$ cat src/sv/epd_pkg.sv
// Shared types and constants for the escaped packet deframer.
package epd_pkg;

  localparam int EPD_MAX_PAYLOAD = 16;

  localparam int CFG_IDX_W  = 3;
  localparam int CFG_DATA_W = 16;

  localparam logic [CFG_IDX_W-1:0] REG_DATA_START = 3'd0;
  localparam logic [CFG_IDX_W-1:0] REG_DATA_END   = 3'd1;
  localparam logic [CFG_IDX_W-1:0] REG_CMD_START  = 3'd2;
  localparam logic [CFG_IDX_W-1:0] REG_CMD_END    = 3'd3;
  localparam logic [CFG_IDX_W-1:0] REG_ESCAPE     = 3'd4;

  localparam logic [1:0] WSRC_RX   = 2'd0;
  localparam logic [1:0] WSRC_END  = 2'd1;
  localparam logic [1:0] WSRC_HELD = 2'd2;

  typedef struct packed {
    logic       wr_en;
    logic [1:0] wr_src;
    logic       hold;
    logic       set_kind;
    logic       kind;
    logic       clear_fill;
    logic       emit_start;
    logic       emit_trunc;
    logic       rd_en;
    logic       rd_next;
    logic       load_out;
  } dp_cmd_t;

  typedef struct packed {
    logic is_esc;
    logic is_end_hi;
    logic is_end_lo;
    logic is_ds_hi;
    logic is_cs_hi;
    logic is_ds_lo;
    logic is_cs_lo;
    logic will_fill;
    logic is_last;
    logic out_free;
  } dp_stat_t;

endpackage

$ cat src/sv/epd_ram.sv
// Generic single-port-write, registered-read RAM.
module epd_ram #(
  parameter int WIDTH = 8,
  parameter int DEPTH = 16
) (
  input  logic                     clk,
  input  logic                     we,
  input  logic [$clog2(DEPTH)-1:0] waddr,
  input  logic [WIDTH-1:0]         wdata,
  input  logic                     re,
  input  logic [$clog2(DEPTH)-1:0] raddr,
  output logic [WIDTH-1:0]         rdata
);

  logic [WIDTH-1:0] mem [DEPTH];

  always_ff @(posedge clk) begin
    if (we) begin
      mem[waddr] <= wdata;
    end
    if (re) begin
      rdata <= mem[raddr];
    end
  end

endmodule

$ cat src/sv/epd_ctrl.sv
// Deframer controller: parse state machine and run emission sequencing.
module epd_ctrl import epd_pkg::*; (
  input  logic     clk,
  input  logic     rst,
  input  logic     s_tvalid,
  output logic     s_tready,
  input  dp_stat_t stat,
  output dp_cmd_t  cmd
);

  localparam logic [3:0] ST_IDLE     = 4'd0;
  localparam logic [3:0] ST_DSTART   = 4'd1;
  localparam logic [3:0] ST_CSTART   = 4'd2;
  localparam logic [3:0] ST_BODY     = 4'd3;
  localparam logic [3:0] ST_ESC      = 4'd4;
  localparam logic [3:0] ST_ENDP     = 4'd5;
  localparam logic [3:0] ST_DISC     = 4'd6;
  localparam logic [3:0] ST_DISC_END = 4'd7;
  localparam logic [3:0] ST_DISC_ESC = 4'd8;
  localparam logic [3:0] ST_STORE2   = 4'd9;
  localparam logic [3:0] ST_EMIT_RD  = 4'd10;
  localparam logic [3:0] ST_EMIT_LD  = 4'd11;

  logic [3:0] state, state_next;
  logic [3:0] ret, ret_next;
  logic       acc;

  always_ff @(posedge clk) begin
    if (rst) begin
      state <= ST_IDLE;
      ret   <= ST_IDLE;
    end else begin
      state <= state_next;
      ret   <= ret_next;
    end
  end

  assign s_tready = (state != ST_STORE2) && (state != ST_EMIT_RD) && (state != ST_EMIT_LD);
  assign acc      = s_tvalid && s_tready;

  always_comb begin
    state_next = state;
    ret_next   = ret;
    cmd        = '0;
    unique case (state)
      ST_IDLE: begin
        if (acc) begin
          if (stat.is_ds_hi) state_next = ST_DSTART;
          else if (stat.is_cs_hi) state_next = ST_CSTART;
        end
      end
      ST_DSTART, ST_CSTART: begin
        if (acc) begin
          if ((state == ST_DSTART) ? stat.is_ds_lo : stat.is_cs_lo) begin
            state_next     = ST_BODY;
            cmd.set_kind   = 1'b1;
            cmd.kind       = (state == ST_CSTART);
            cmd.clear_fill = 1'b1;
          end else begin
            state_next = ST_IDLE;
          end
        end
      end
      ST_BODY: begin
        if (acc) begin
          if (stat.is_esc) begin
            state_next = ST_ESC;
          end else if (stat.is_end_hi) begin
            state_next = ST_ENDP;
          end else begin
            cmd.wr_en  = 1'b1;
            cmd.wr_src = WSRC_RX;
            if (stat.will_fill) begin
              cmd.emit_start = 1'b1;
              cmd.emit_trunc = 1'b1;
              ret_next       = ST_DISC;
              state_next     = ST_EMIT_RD;
            end
          end
        end
      end
      ST_ESC: begin
        if (acc) begin
          cmd.wr_en  = 1'b1;
          cmd.wr_src = WSRC_RX;
          if (stat.will_fill) begin
            cmd.emit_start = 1'b1;
            cmd.emit_trunc = 1'b1;
            ret_next       = ST_DISC;
            state_next     = ST_EMIT_RD;
          end else begin
            state_next = ST_BODY;
          end
        end
      end
      ST_ENDP: begin
        if (acc) begin
          if (stat.is_end_lo) begin
            cmd.emit_start = 1'b1;
            ret_next       = ST_IDLE;
            state_next     = ST_EMIT_RD;
          end else begin
            // broken end pair: keep the first end byte
            cmd.wr_en  = 1'b1;
            cmd.wr_src = WSRC_END;
            cmd.hold   = 1'b1;
            if (stat.will_fill) begin
              cmd.emit_start = 1'b1;
              cmd.emit_trunc = 1'b1;
              ret_next       = stat.is_esc ? ST_DISC_ESC : ST_DISC;
              state_next     = ST_EMIT_RD;
            end else if (stat.is_esc) begin
              state_next = ST_ESC;
            end else begin
              state_next = ST_STORE2;
            end
          end
        end
      end
      ST_STORE2: begin
        cmd.wr_en  = 1'b1;
        cmd.wr_src = WSRC_HELD;
        if (stat.will_fill) begin
          cmd.emit_start = 1'b1;
          cmd.emit_trunc = 1'b1;
          ret_next       = ST_DISC;
          state_next     = ST_EMIT_RD;
        end else begin
          state_next = ST_BODY;
        end
      end
      ST_DISC: begin
        if (acc && stat.is_end_hi) state_next = ST_DISC_END;
      end
      ST_DISC_END: begin
        if (acc) state_next = stat.is_end_lo ? ST_IDLE : ST_DISC;
      end
      ST_DISC_ESC: begin
        if (acc) state_next = ST_DISC;
      end
      ST_EMIT_RD: begin
        if (stat.out_free) begin
          cmd.rd_en  = 1'b1;
          state_next = ST_EMIT_LD;
        end
      end
      ST_EMIT_LD: begin
        cmd.load_out = 1'b1;
        if (stat.is_last) begin
          cmd.clear_fill = 1'b1;
          state_next     = ret;
        end else begin
          cmd.rd_next = 1'b1;
          state_next  = ST_EMIT_RD;
        end
      end
      default: state_next = ST_IDLE;
    endcase
  end

endmodule

$ cat src/sv/epd_dpath.sv
// Deframer datapath: config registers, byte compares, payload store, output register.
module epd_dpath import epd_pkg::*; #(
  parameter int MAX_PAYLOAD = EPD_MAX_PAYLOAD
) (
  input  logic                  clk,
  input  logic                  rst,
  input  logic                  cfg_we,
  input  logic [CFG_IDX_W-1:0]  cfg_index,
  input  logic [CFG_DATA_W-1:0] cfg_data,
  input  logic [7:0]            rx_byte,
  input  dp_cmd_t               cmd,
  output dp_stat_t              stat,
  output logic                  m_tvalid,
  input  logic                  m_tready,
  output logic [15:0]           m_tdata,
  output logic                  m_tuser,
  output logic                  m_tlast
);

  localparam int AW = $clog2(MAX_PAYLOAD);
  localparam int FW = $clog2(MAX_PAYLOAD + 1);

  logic [15:0]   dat_open, dat_close, cmd_open, cmd_close;
  logic [7:0]    esc_mark;
  logic          kind;
  logic          trunc;
  logic [FW-1:0] fill;
  logic [AW-1:0] rd_idx;
  logic [7:0]    held;
  logic [15:0]   em;
  logic [7:0]    wdata;
  logic [7:0]    rdata;
  logic          empty;

  always_ff @(posedge clk) begin
    if (rst) begin
      dat_open  <= '0;
      dat_close <= '0;
      cmd_open  <= '0;
      cmd_close <= '0;
      esc_mark  <= '0;
    end else if (cfg_we) begin
      unique case (cfg_index)
        REG_DATA_START: dat_open  <= cfg_data;
        REG_DATA_END:   dat_close <= cfg_data;
        REG_CMD_START:  cmd_open  <= cfg_data;
        REG_CMD_END:    cmd_close <= cfg_data;
        REG_ESCAPE:     esc_mark  <= cfg_data[7:0];
        default: ;
      endcase
    end
  end

  assign em = kind ? cmd_close : dat_close;

  always_comb begin
    case (cmd.wr_src)
      WSRC_END:  wdata = em[15:8];
      WSRC_HELD: wdata = held;
      default:   wdata = rx_byte;
    endcase
  end

  assign empty = (fill == '0);

  assign stat.is_esc    = (rx_byte == esc_mark);
  assign stat.is_end_hi = (rx_byte == em[15:8]);
  assign stat.is_end_lo = (rx_byte == em[7:0]);
  assign stat.is_ds_hi  = (rx_byte == dat_open[15:8]);
  assign stat.is_cs_hi  = (rx_byte == cmd_open[15:8]);
  assign stat.is_ds_lo  = (rx_byte == dat_open[7:0]);
  assign stat.is_cs_lo  = (rx_byte == cmd_open[7:0]);
  assign stat.will_fill = (fill == FW'(MAX_PAYLOAD - 1));
  assign stat.is_last   = empty || ((FW'(rd_idx) + FW'(1)) == fill);
  assign stat.out_free  = !m_tvalid || m_tready;

  always_ff @(posedge clk) begin
    if (rst) begin
      kind     <= 1'b0;
      trunc    <= 1'b0;
      fill     <= '0;
      rd_idx   <= '0;
      m_tvalid <= 1'b0;
    end else begin
      if (cmd.set_kind) kind <= cmd.kind;
      if (cmd.clear_fill) fill <= '0;
      else if (cmd.wr_en) fill <= fill + FW'(1);
      if (cmd.emit_start) begin
        trunc  <= cmd.emit_trunc;
        rd_idx <= '0;
      end else if (cmd.rd_next) begin
        rd_idx <= rd_idx + AW'(1);
      end
      if (cmd.load_out) m_tvalid <= 1'b1;
      else if (m_tready) m_tvalid <= 1'b0;
    end
  end

  always_ff @(posedge clk) begin
    if (cmd.hold) held <= rx_byte;
    if (cmd.load_out) begin
      m_tdata <= {2'b00, trunc, 4'(rd_idx), !empty, (empty ? 8'h00 : rdata)};
      m_tuser <= kind;
      m_tlast <= stat.is_last;
    end
  end

  epd_ram #(
    .WIDTH(8),
    .DEPTH(MAX_PAYLOAD)
  ) u_store (
    .clk  (clk),
    .we   (cmd.wr_en),
    .waddr(fill[AW-1:0]),
    .wdata(wdata),
    .re   (cmd.rd_en),
    .raddr(rd_idx),
    .rdata(rdata)
  );

endmodule

$ cat src/sv/escaped_packet_deframer.sv
// Input: one byte is taken per cycle while s_tready is high; a broken end pair may stall input in ST_STORE2.
// After the closing byte of a run is taken, its first result goes through ST_EMIT_RD and ST_EMIT_LD.
// Emission: each beat of a run is a store read in ST_EMIT_RD, then an output load in ST_EMIT_LD.
// Input stalls meanwhile; emission is paced by the single registered read port of the payload store.
// Reset: synchronous, clears config, parser and output valid; the store is not cleared.
module escaped_packet_deframer import epd_pkg::*; #(
  parameter int MAX_PAYLOAD = EPD_MAX_PAYLOAD
) (
  input  logic                  clk,
  input  logic                  rst,
  input  logic                  s_tvalid,
  output logic                  s_tready,
  input  logic [7:0]            s_tdata,   // [7:0] rx_byte
  output logic                  m_tvalid,
  input  logic                  m_tready,
  output logic [15:0]           m_tdata,   // [7:0] payload_byte, [8] byte_present,
                                           // [12:9] byte_position, [13] truncated
  output logic                  m_tuser,   // [0] packet_kind
  output logic                  m_tlast,
  input  logic                  cfg_we,
  input  logic [CFG_IDX_W-1:0]  cfg_index,
  input  logic [CFG_DATA_W-1:0] cfg_data
);

  dp_cmd_t  cmd;
  dp_stat_t stat;

  epd_ctrl u_ctrl (
    .clk     (clk),
    .rst     (rst),
    .s_tvalid(s_tvalid),
    .s_tready(s_tready),
    .stat    (stat),
    .cmd     (cmd)
  );

  epd_dpath #(
    .MAX_PAYLOAD(MAX_PAYLOAD)
  ) u_dpath (
    .clk      (clk),
    .rst      (rst),
    .cfg_we   (cfg_we),
    .cfg_index(cfg_index),
    .cfg_data (cfg_data),
    .rx_byte  (s_tdata),
    .cmd      (cmd),
    .stat     (stat),
    .m_tvalid (m_tvalid),
    .m_tready (m_tready),
    .m_tdata  (m_tdata),
    .m_tuser  (m_tuser),
    .m_tlast  (m_tlast)
  );

  a_load_free: assert property (@(posedge clk) disable iff (rst)
    cmd.load_out |-> stat.out_free)
    else $error("output load over a pending beat");

  a_trunc_full: assert property (@(posedge clk) disable iff (rst)
    cmd.emit_start && cmd.emit_trunc |-> stat.will_fill && cmd.wr_en)
    else $error("truncated run without a full store");

  a_no_accept_emit: assert property (@(posedge clk) disable iff (rst)
    s_tready |-> !cmd.load_out && !cmd.rd_en)
    else $error("input accepted during run emission");

endmodule
$ cat config.mk
export PLATFORM = sky130hd
export DESIGN_NAME = escaped_packet_deframer
export DESIGN_NICKNAME = d
export VERILOG_FILES = /design/src/sv/epd_pkg.sv /design/src/sv/epd_ram.sv /design/src/sv/epd_ctrl.sv /design/src/sv/epd_dpath.sv /design/src/sv/escaped_packet_deframer.sv
export SDC_FILE = /design/constraint.sdc
export NUM_CORES = 1
export LEC_CHECK = 0
export ABC_AREA = 1
export BUFFER_PORTS_ARGS = -buffer_cell sky130_fd_sc_hd__buf_2
export CORE_AREA = 2 2 153 155
export CTS_CLUSTER_SIZE = 25
export DETAILED_ROUTE_END_ITERATION = 10
export DIE_AREA = 0 0 155 157
export HOLD_SLACK_MARGIN = 0.12
export MAX_ROUTING_LAYER = met4
export PLACE_DENSITY = 0.69
export RECOVER_POWER = 100
export SYNTH_ARGS = -nofsm -noshare
export SYNTH_HDL_FRONTEND = slang
export SYNTH_SLANG_ARGS = --single-unit
$ cat constraint.sdc
create_clock -name clk -period 2.81 [get_ports clk]
set_input_delay 0.562 -clock clk [delete_from_list [all_inputs] [get_ports clk]]
set_output_delay 0.562 -clock clk [all_outputs]
set_load 0.03 [all_outputs]
# After elaboration in Yosys (flattened, before gate mapping)
# Memory sizes are Yosys's and may differ from the RTL's. A register that Yosys moved wholly into a read port is not among the register bits.
# Index checks and enable logic that the tools add are counted.
# classes
n_eq_ne,43
shifts,0
multipliers,0
div,0
muxes,65
magnitude_cmp,0
n_reduce_logical,23
n_bitwise,0
n_addsub,3
# ops
cell,count
4-bit two-way mux,30
8-bit equality test,7
4-bit one-hot mux with 11 select lines,1
3-bit two-way mux,7
2-bit two-way mux,9
4-bit by 3-bit equality test with 1-bit output (second input constant),4
4-bit equality test (second input constant),4
16-bit two-way mux,1
2-bit by 1-bit inequality test with 1-bit output (second input constant),8
4-bit one-hot mux with 4 select lines,1
8-bit one-hot mux with 2 select lines,1
1-bit two-way mux,12
4-bit inequality test (second input constant),3
3-bit one-hot mux with 4 select lines,1
11-bit AND reduction,1
2-bit AND reduction,5
4-bit by 2-bit equality test with 1-bit output (second input constant),2
2-bit one-hot mux with 4 select lines,1
7-bit AND reduction,1
3-bit by 2-bit equality test with 1-bit output (second input constant),2
2-bit inequality test (second input constant),3
2-bit OR reduction,3
4-bit by 1-bit adder with 5-bit output (second input constant),1
5-bit by 1-bit adder with 5-bit output (second input constant),1
20 further kinds,25
# totals
latch_bits,0
output_inout_bits,20
memories,1
ram_bits,128
register_bits,116
word_cells,152
romBits,0
# memory_table
memory,words,width,rd,rd_ports_with_merged_regs,wr,line,text
u_dpath.u_store.mem,16,8,1,1,1,epd_ram.sv:15,logic [WIDTH-1:0] mem [DEPTH];

# Logic depth before layout (Yosys ltp)
# depth
depth_word,8
mapped_depth,16
mapped_depth_nobuf,16

# Modules after synthesis
# From an unflattened synthesis, not the netlist that was laid out.
# unflattened
hier_cells,1394
hier_area_um2,11876.4
# by_module_without_submodules
mod,n_inst,area_each_um2,seq_area_each_um2,cells_per_inst
epd_ram,1,5851.9,4083.9,553
epd_dpath,1,5207.5,2402.3,690
epd_ctrl,1,817.0,120.1,151

# Worst setup path after synthesis
# OpenSTA, ideal clock, no wires.
# synth_timing
path_kind,in2reg
startpoint,in s_tdata[2]
endpoint,"mem u_dpath.u_store.mem[0][6], data pin"
setup_ps,299
path_slack_ps,-220
arrival_time_ps,2732
cell_stages,14
path_buffers,3
cell_sequence,buf_2 inv_1 nand3_1 nand2_1 nand2_1 nor2_1 nand2_2 nand2_1 nor2_1 ha_1 clkbuf_1 clkbuf_1 a21oi_1 a22oi_1
# synth_between
elab_chain_cells,6
# synth_rtl
item,line,text
from (decl),escaped_packet_deframer.sv:13,"input logic [7:0] s_tdata,"
8-bit equality test (on tied branches),"epd_dpath.sv:68, epd_dpath.sv:66",
4-bit two-way mux / 3-bit two-way mux (equally long branches),"epd_ctrl.sv:98, epd_ctrl.sv:66",
4-bit two-way mux / 3-bit two-way mux (equally long branches),"epd_ctrl.sv:97, epd_ctrl.sv:65",
3-bit one-hot mux with 4 select lines *,epd_ctrl.sv:45,unique case (state)
2-bit equality test / 2-bit by 1-bit equality test with 1-bit output (equally long branches),epd_dpath.sv:57,case (cmd.wr_src)
8-bit one-hot mux with 2 select lines *,epd_dpath.sv:57,
named net u_dpath.u_store.wdata[6],epd_ram.sv:9,"input logic [WIDTH-1:0] wdata,"
to (decl),epd_ram.sv:15,
# Mark *: on every way through the listed nets, which the timed path passes. The rest lies on a longest branch.

# Worst setup path after layout
# layout_timing
startpoint,reg u_dpath.kind
endpoint,"mem u_dpath.u_store.mem[0][1], data pin"
# layout_between
elab_chain_cells,7
# layout_rtl
item,line,text
from (decl),epd_dpath.sv:25,logic kind;
from (signal assigned),epd_dpath.sv:85,if (cmd.set_kind) kind <= cmd.kind;
16-bit two-way mux *,epd_dpath.sv:54,assign em = kind ? cmd_close : dat_close;
8-bit equality test,epd_dpath.sv:68,assign stat.is_end_lo = (rx_byte == em[7:0]);
4-bit two-way mux,epd_ctrl.sv:98,if (stat.is_end_lo) begin
4-bit two-way mux,epd_ctrl.sv:97,if (acc) begin
3-bit one-hot mux with 4 select lines,epd_ctrl.sv:45,
2-bit equality test / 2-bit by 1-bit equality test with 1-bit output (equally long branches),epd_dpath.sv:57,
8-bit one-hot mux with 2 select lines *,epd_dpath.sv:57,
named net u_dpath.u_store.wdata[1],epd_ram.sv:9,
# Marked as above.

==> impl_metrics.py <==
metrics = {
    "logic_synthesis": {
        "yosysSeqAreaShare_pct": 59.0,
        "synth_cell_types": 37,
        "yosysWarnings": 0,
        "ys_ff_latch": 250,
        "synth.cell_area_um2": 11200,
        "syn_area_per_cell_um2": 9.25,
        "netlist_instances": 1210,
    },
    "sta": {
        "relSlewSlack_pct": 13.1,
        "final.setup.worst_slack_ps": 188,
        "max_freq_mhz": 381,
        "grt_setup_unrepaired": "false",
        "final.period_utilization_pct": 93.3,
        "worst_pin_slew_ps": 1300,
        "hold_viol_final": 0,
        "setup_violations": 0,
        "slew_violations": 0,
        "skew_ps": 19.0,
        "post-route-min-period_ps": 2620,
        "holdWs_ps": 335,
    },
    "floorplan": {
        "fp.dieW_um": 155,
        "core_area_um2": 22500,
        "fp.dieH_um": 157,
        "io_pins": 52,
        "num_rows": 55,
        "die_area_um2": 24300,
        "start_util_pct": 49.7,
    },
    "worst_setup_path": {
        "crit_fanout": 19,
        "crit_type": "register to register",
        "cp-start-kind": "register",
        "r2r_slack_ps": 190,
        "crit_arrival_ps": 2880,
        "cp-end-kind": "register",
        "cp.required_ps": 3070,
    },
    "drt": {
        "wire_per_inst_um": 18.3,
        "drtIter0Drc": 734,
        "via_per_inst": 5.48,
        "dr_total_vias": 8946,
        "totalWireLength_mm": 29.9,
        "ant_nets": 0,
        "drtPass1Iterations": 5,
        "drcViolationCount": 0,
    },
    "power": {
        "p_switching_uw": 1670,
        "combPwrFrac_pct": 4.6,
        "power_uw": 7810,
        "p_clk_share_pct": 44.8,
        "peakVddDrop_uv": 427,
        "p_int_uw": 6140,
        "seqPwrFrac_pct": 50.6,
        "power_density_nw_per_um2": 595,
        "netSwitchingFraction_pct": 21.4,
        "leakage_uw": 0.00489,
    },
    "cts": {
        "htreeDepth": 1,
        "numCtsBuffers": 26,
        "path_clk_slew_ps": 60,
        "clockBufferDepth": 3,
        "root_buffer": "clkbuf_16",
        "cts_tree": "built",
        "cts_hold_buf": 0,
        "cts.sinks": 250,
        "worstSkewPairLatency_ps": 540,
    },
    "final_layout": {
        "syn_to_final_growth_pct": 17.2,
        "fin_area_um2": 13100,
        "drive_gt1_share_pct": 13.2,
        "finalCoreUtilization_pct": 58.3,
        "final_nets": 1368,
        "fill_cells": 1959,
        "num_antenna_cells": 0,
    },
    "placement": {
        "pre_cts_slack_ps": -278,
        "port_buffers": 49,
        "gp_congestion": 0.966,
        "dp_hpwl_mm": 20.4,
        "dpl_cell_area_um2": 12300,
    },
    "grt": {
        "grt_pass1_vias": 8406,
        "antenna_found_initial": 0,
        "grt_max_degree": 74,
        "grt_use_total_pct": 25.3,
        "overflow": 0,
        "grt_pass1_wl_mm": 46.2,
    },
    "outcome": {
        "status": "finished, final reports clean",
    },
    "hold_path": {
        "hp-class": "input port to register",
    },
    "run": {
        "maxCapViolations": 0,
    },
}
[placed cells by master, fill, tap and decap left out, types with 6 or more instances in the layout]
cell       instances
o32ai_1            8
ha_1               8
nand4_1            7
inv_1             92
a21oi_1           66
clkinv_2           6
nor2_2             8
o211ai_1          11
nand3_1           65
nand2_1          235
mux2i_1           24
clkbuf_1          41
buf_2             29
o21ai_0          109
buf_4             63
clkbuf_2          10
o221ai_1          24
dfxtp_1           89
nor2_1           188
a22oi_1            7
xnor2_1           19
clkbuf_16         28
edfxtp_1         160
clkinv_1           6
[registers in the layout, summed over array words and instances, names as in the netlist]
signal,flops
u_ctrl.ret,2
u_ctrl.state,4
u_dpath.cmd_close,16
u_dpath.cmd_open,16
u_dpath.dat_close,16
u_dpath.dat_open,16
u_dpath.esc_mark,8
u_dpath.fill,5
u_dpath.held,8
u_dpath.kind,1
u_dpath.m_tdata,14
u_dpath.m_tlast,1
u_dpath.m_tuser,1
u_dpath.m_tvalid,1
u_dpath.rd_idx,4
u_dpath.trunc,1
u_dpath.u_store.mem,128
u_dpath.u_store.rdata,8
[repair_timing]
| item | 4_1_cts | 5_1_grt |
|---|---|---|
| pin swaps | 1 | 2 |
| resized for setup | 2 | 12 |
| setup buffers | 1 | 2 |
| endpoints found under the setup margin | 48 | 178 |
[worst max-delay path, stage by stage (launching register included)]
cell and delay, ps:
dfxtp_2 380, buf_12 170, nand2_1 80, o21ai_0 100, nand2_1 80, nand2_1 70
nand2_1 60, nor2_1 140, nand2_2 100, nand2_1 120, nor2_1 60, ha_1 350
clkbuf_2 190, a21oi_1 140, a22oi_1 80, clkbuf_4 220
[cell usage after synthesis]
cell type	number	area, um2
buf_6	1	11.3
or2_2	2	12.5
buf_2	13	65.1
clkbuf_1	39	146
a22oi_1	8	60.1
o211ai_1	11	82.6
inv_1	92	345
a21oi_2	1	8.76
o21ai_1	3	15.0
conb_1	1	3.75
a21oi_1	66	330
xor2_1	1	8.76
xnor2_1	19	166
buf_4	4	30.0
nand3_4	1	17.5
nand2_2	5	31.3
mux2i_1	24	240
clkinv_1	3	11.3
nand3_2	1	10.0
edfxtp_1	160	4800
ha_1	8	100
nand3_1	65	325
dfxtp_1	90	1800
nor3_1	1	5.00
nand3b_1	2	15.0
buf_1	2	7.51
nand4_1	7	43.8
inv_2	6	22.5
o22ai_1	1	6.26
o221ai_1	24	210
nor2_1	191	717
nor2_2	5	31.3
or2_1	1	6.26
nand2_1	235	882
o32ai_1	8	70.1
nor4_1	1	6.26
o21ai_0	108	541
[final cells by class]
class	instances	area (um2)	share of cell area, %
clock buffer	34	753	5.74
clock inverter	14	136	1.04
inverter	101	382	2.91
multi-input combinational	801	3960	30.2
sequential	250	6610	50.4
tap	285	357	2.72
timing repair buffer	148	921	7.02
[power by group through the flow]
stage,Clock (uW),Sequential (uW),Combinational (uW)
floorplan,0,4020,203
finish,3500,3950,361
global placement,0,4030,347
detailed placement,0,4030,351
global route,3670,3950,400
CTS,3540,3950,356
[metal layers]
layer	part of all wire (%)	track usage (%)	up-vias	routed length, um
li1	-	-	4339	-
met1	41	30.2	4206	12100
met2	49	42.9	311	14700
met3	5.2	3.00	90	1540
met4	5.0	12.7	0	1510
met5	0	-	-	0
[per-stage QoR]
step	std cells	setup TNS, ps
finish	1633	0
global route	1633	0
CTS	1631	0
detailed placement	1582	-9100
global placement	1582	-3660
floorplan	1211	-3830
[cells by family after synthesis]
family / share of synthesized area [%]
compound gates: 11.8
xor+xnor: 1.57
fa+ha+maj: 0.894
buf+inv: 5.71
flops: 59.0
mux: 2.15
other cells: 0.0335
simple gates: 18.8
[final timing paths]
| path | startpoint | endpoint | cells after the start |
|---|---|---|---|
| worst max register to register | u_dpath.kind$_SDFFE_PP0P_ | u_dpath.u_store.mem[0][1]$_DFFE_PP_ | 15 |
| worst max-delay path | u_dpath.kind$_SDFFE_PP0P_ | u_dpath.u_store.mem[0][1]$_DFFE_PP_ | 15 |
| worst min register to register | u_dpath.cmd_close[12]$_SDFFE_PP0P_ | u_dpath.cmd_close[12]$_SDFFE_PP0P_ | 2 |
| worst min-delay path | cfg_data[12] | u_dpath.dat_close[12]$_SDFFE_PP0P_ | 3 |
Note: power is estimated with default switching activity, not from simulation.
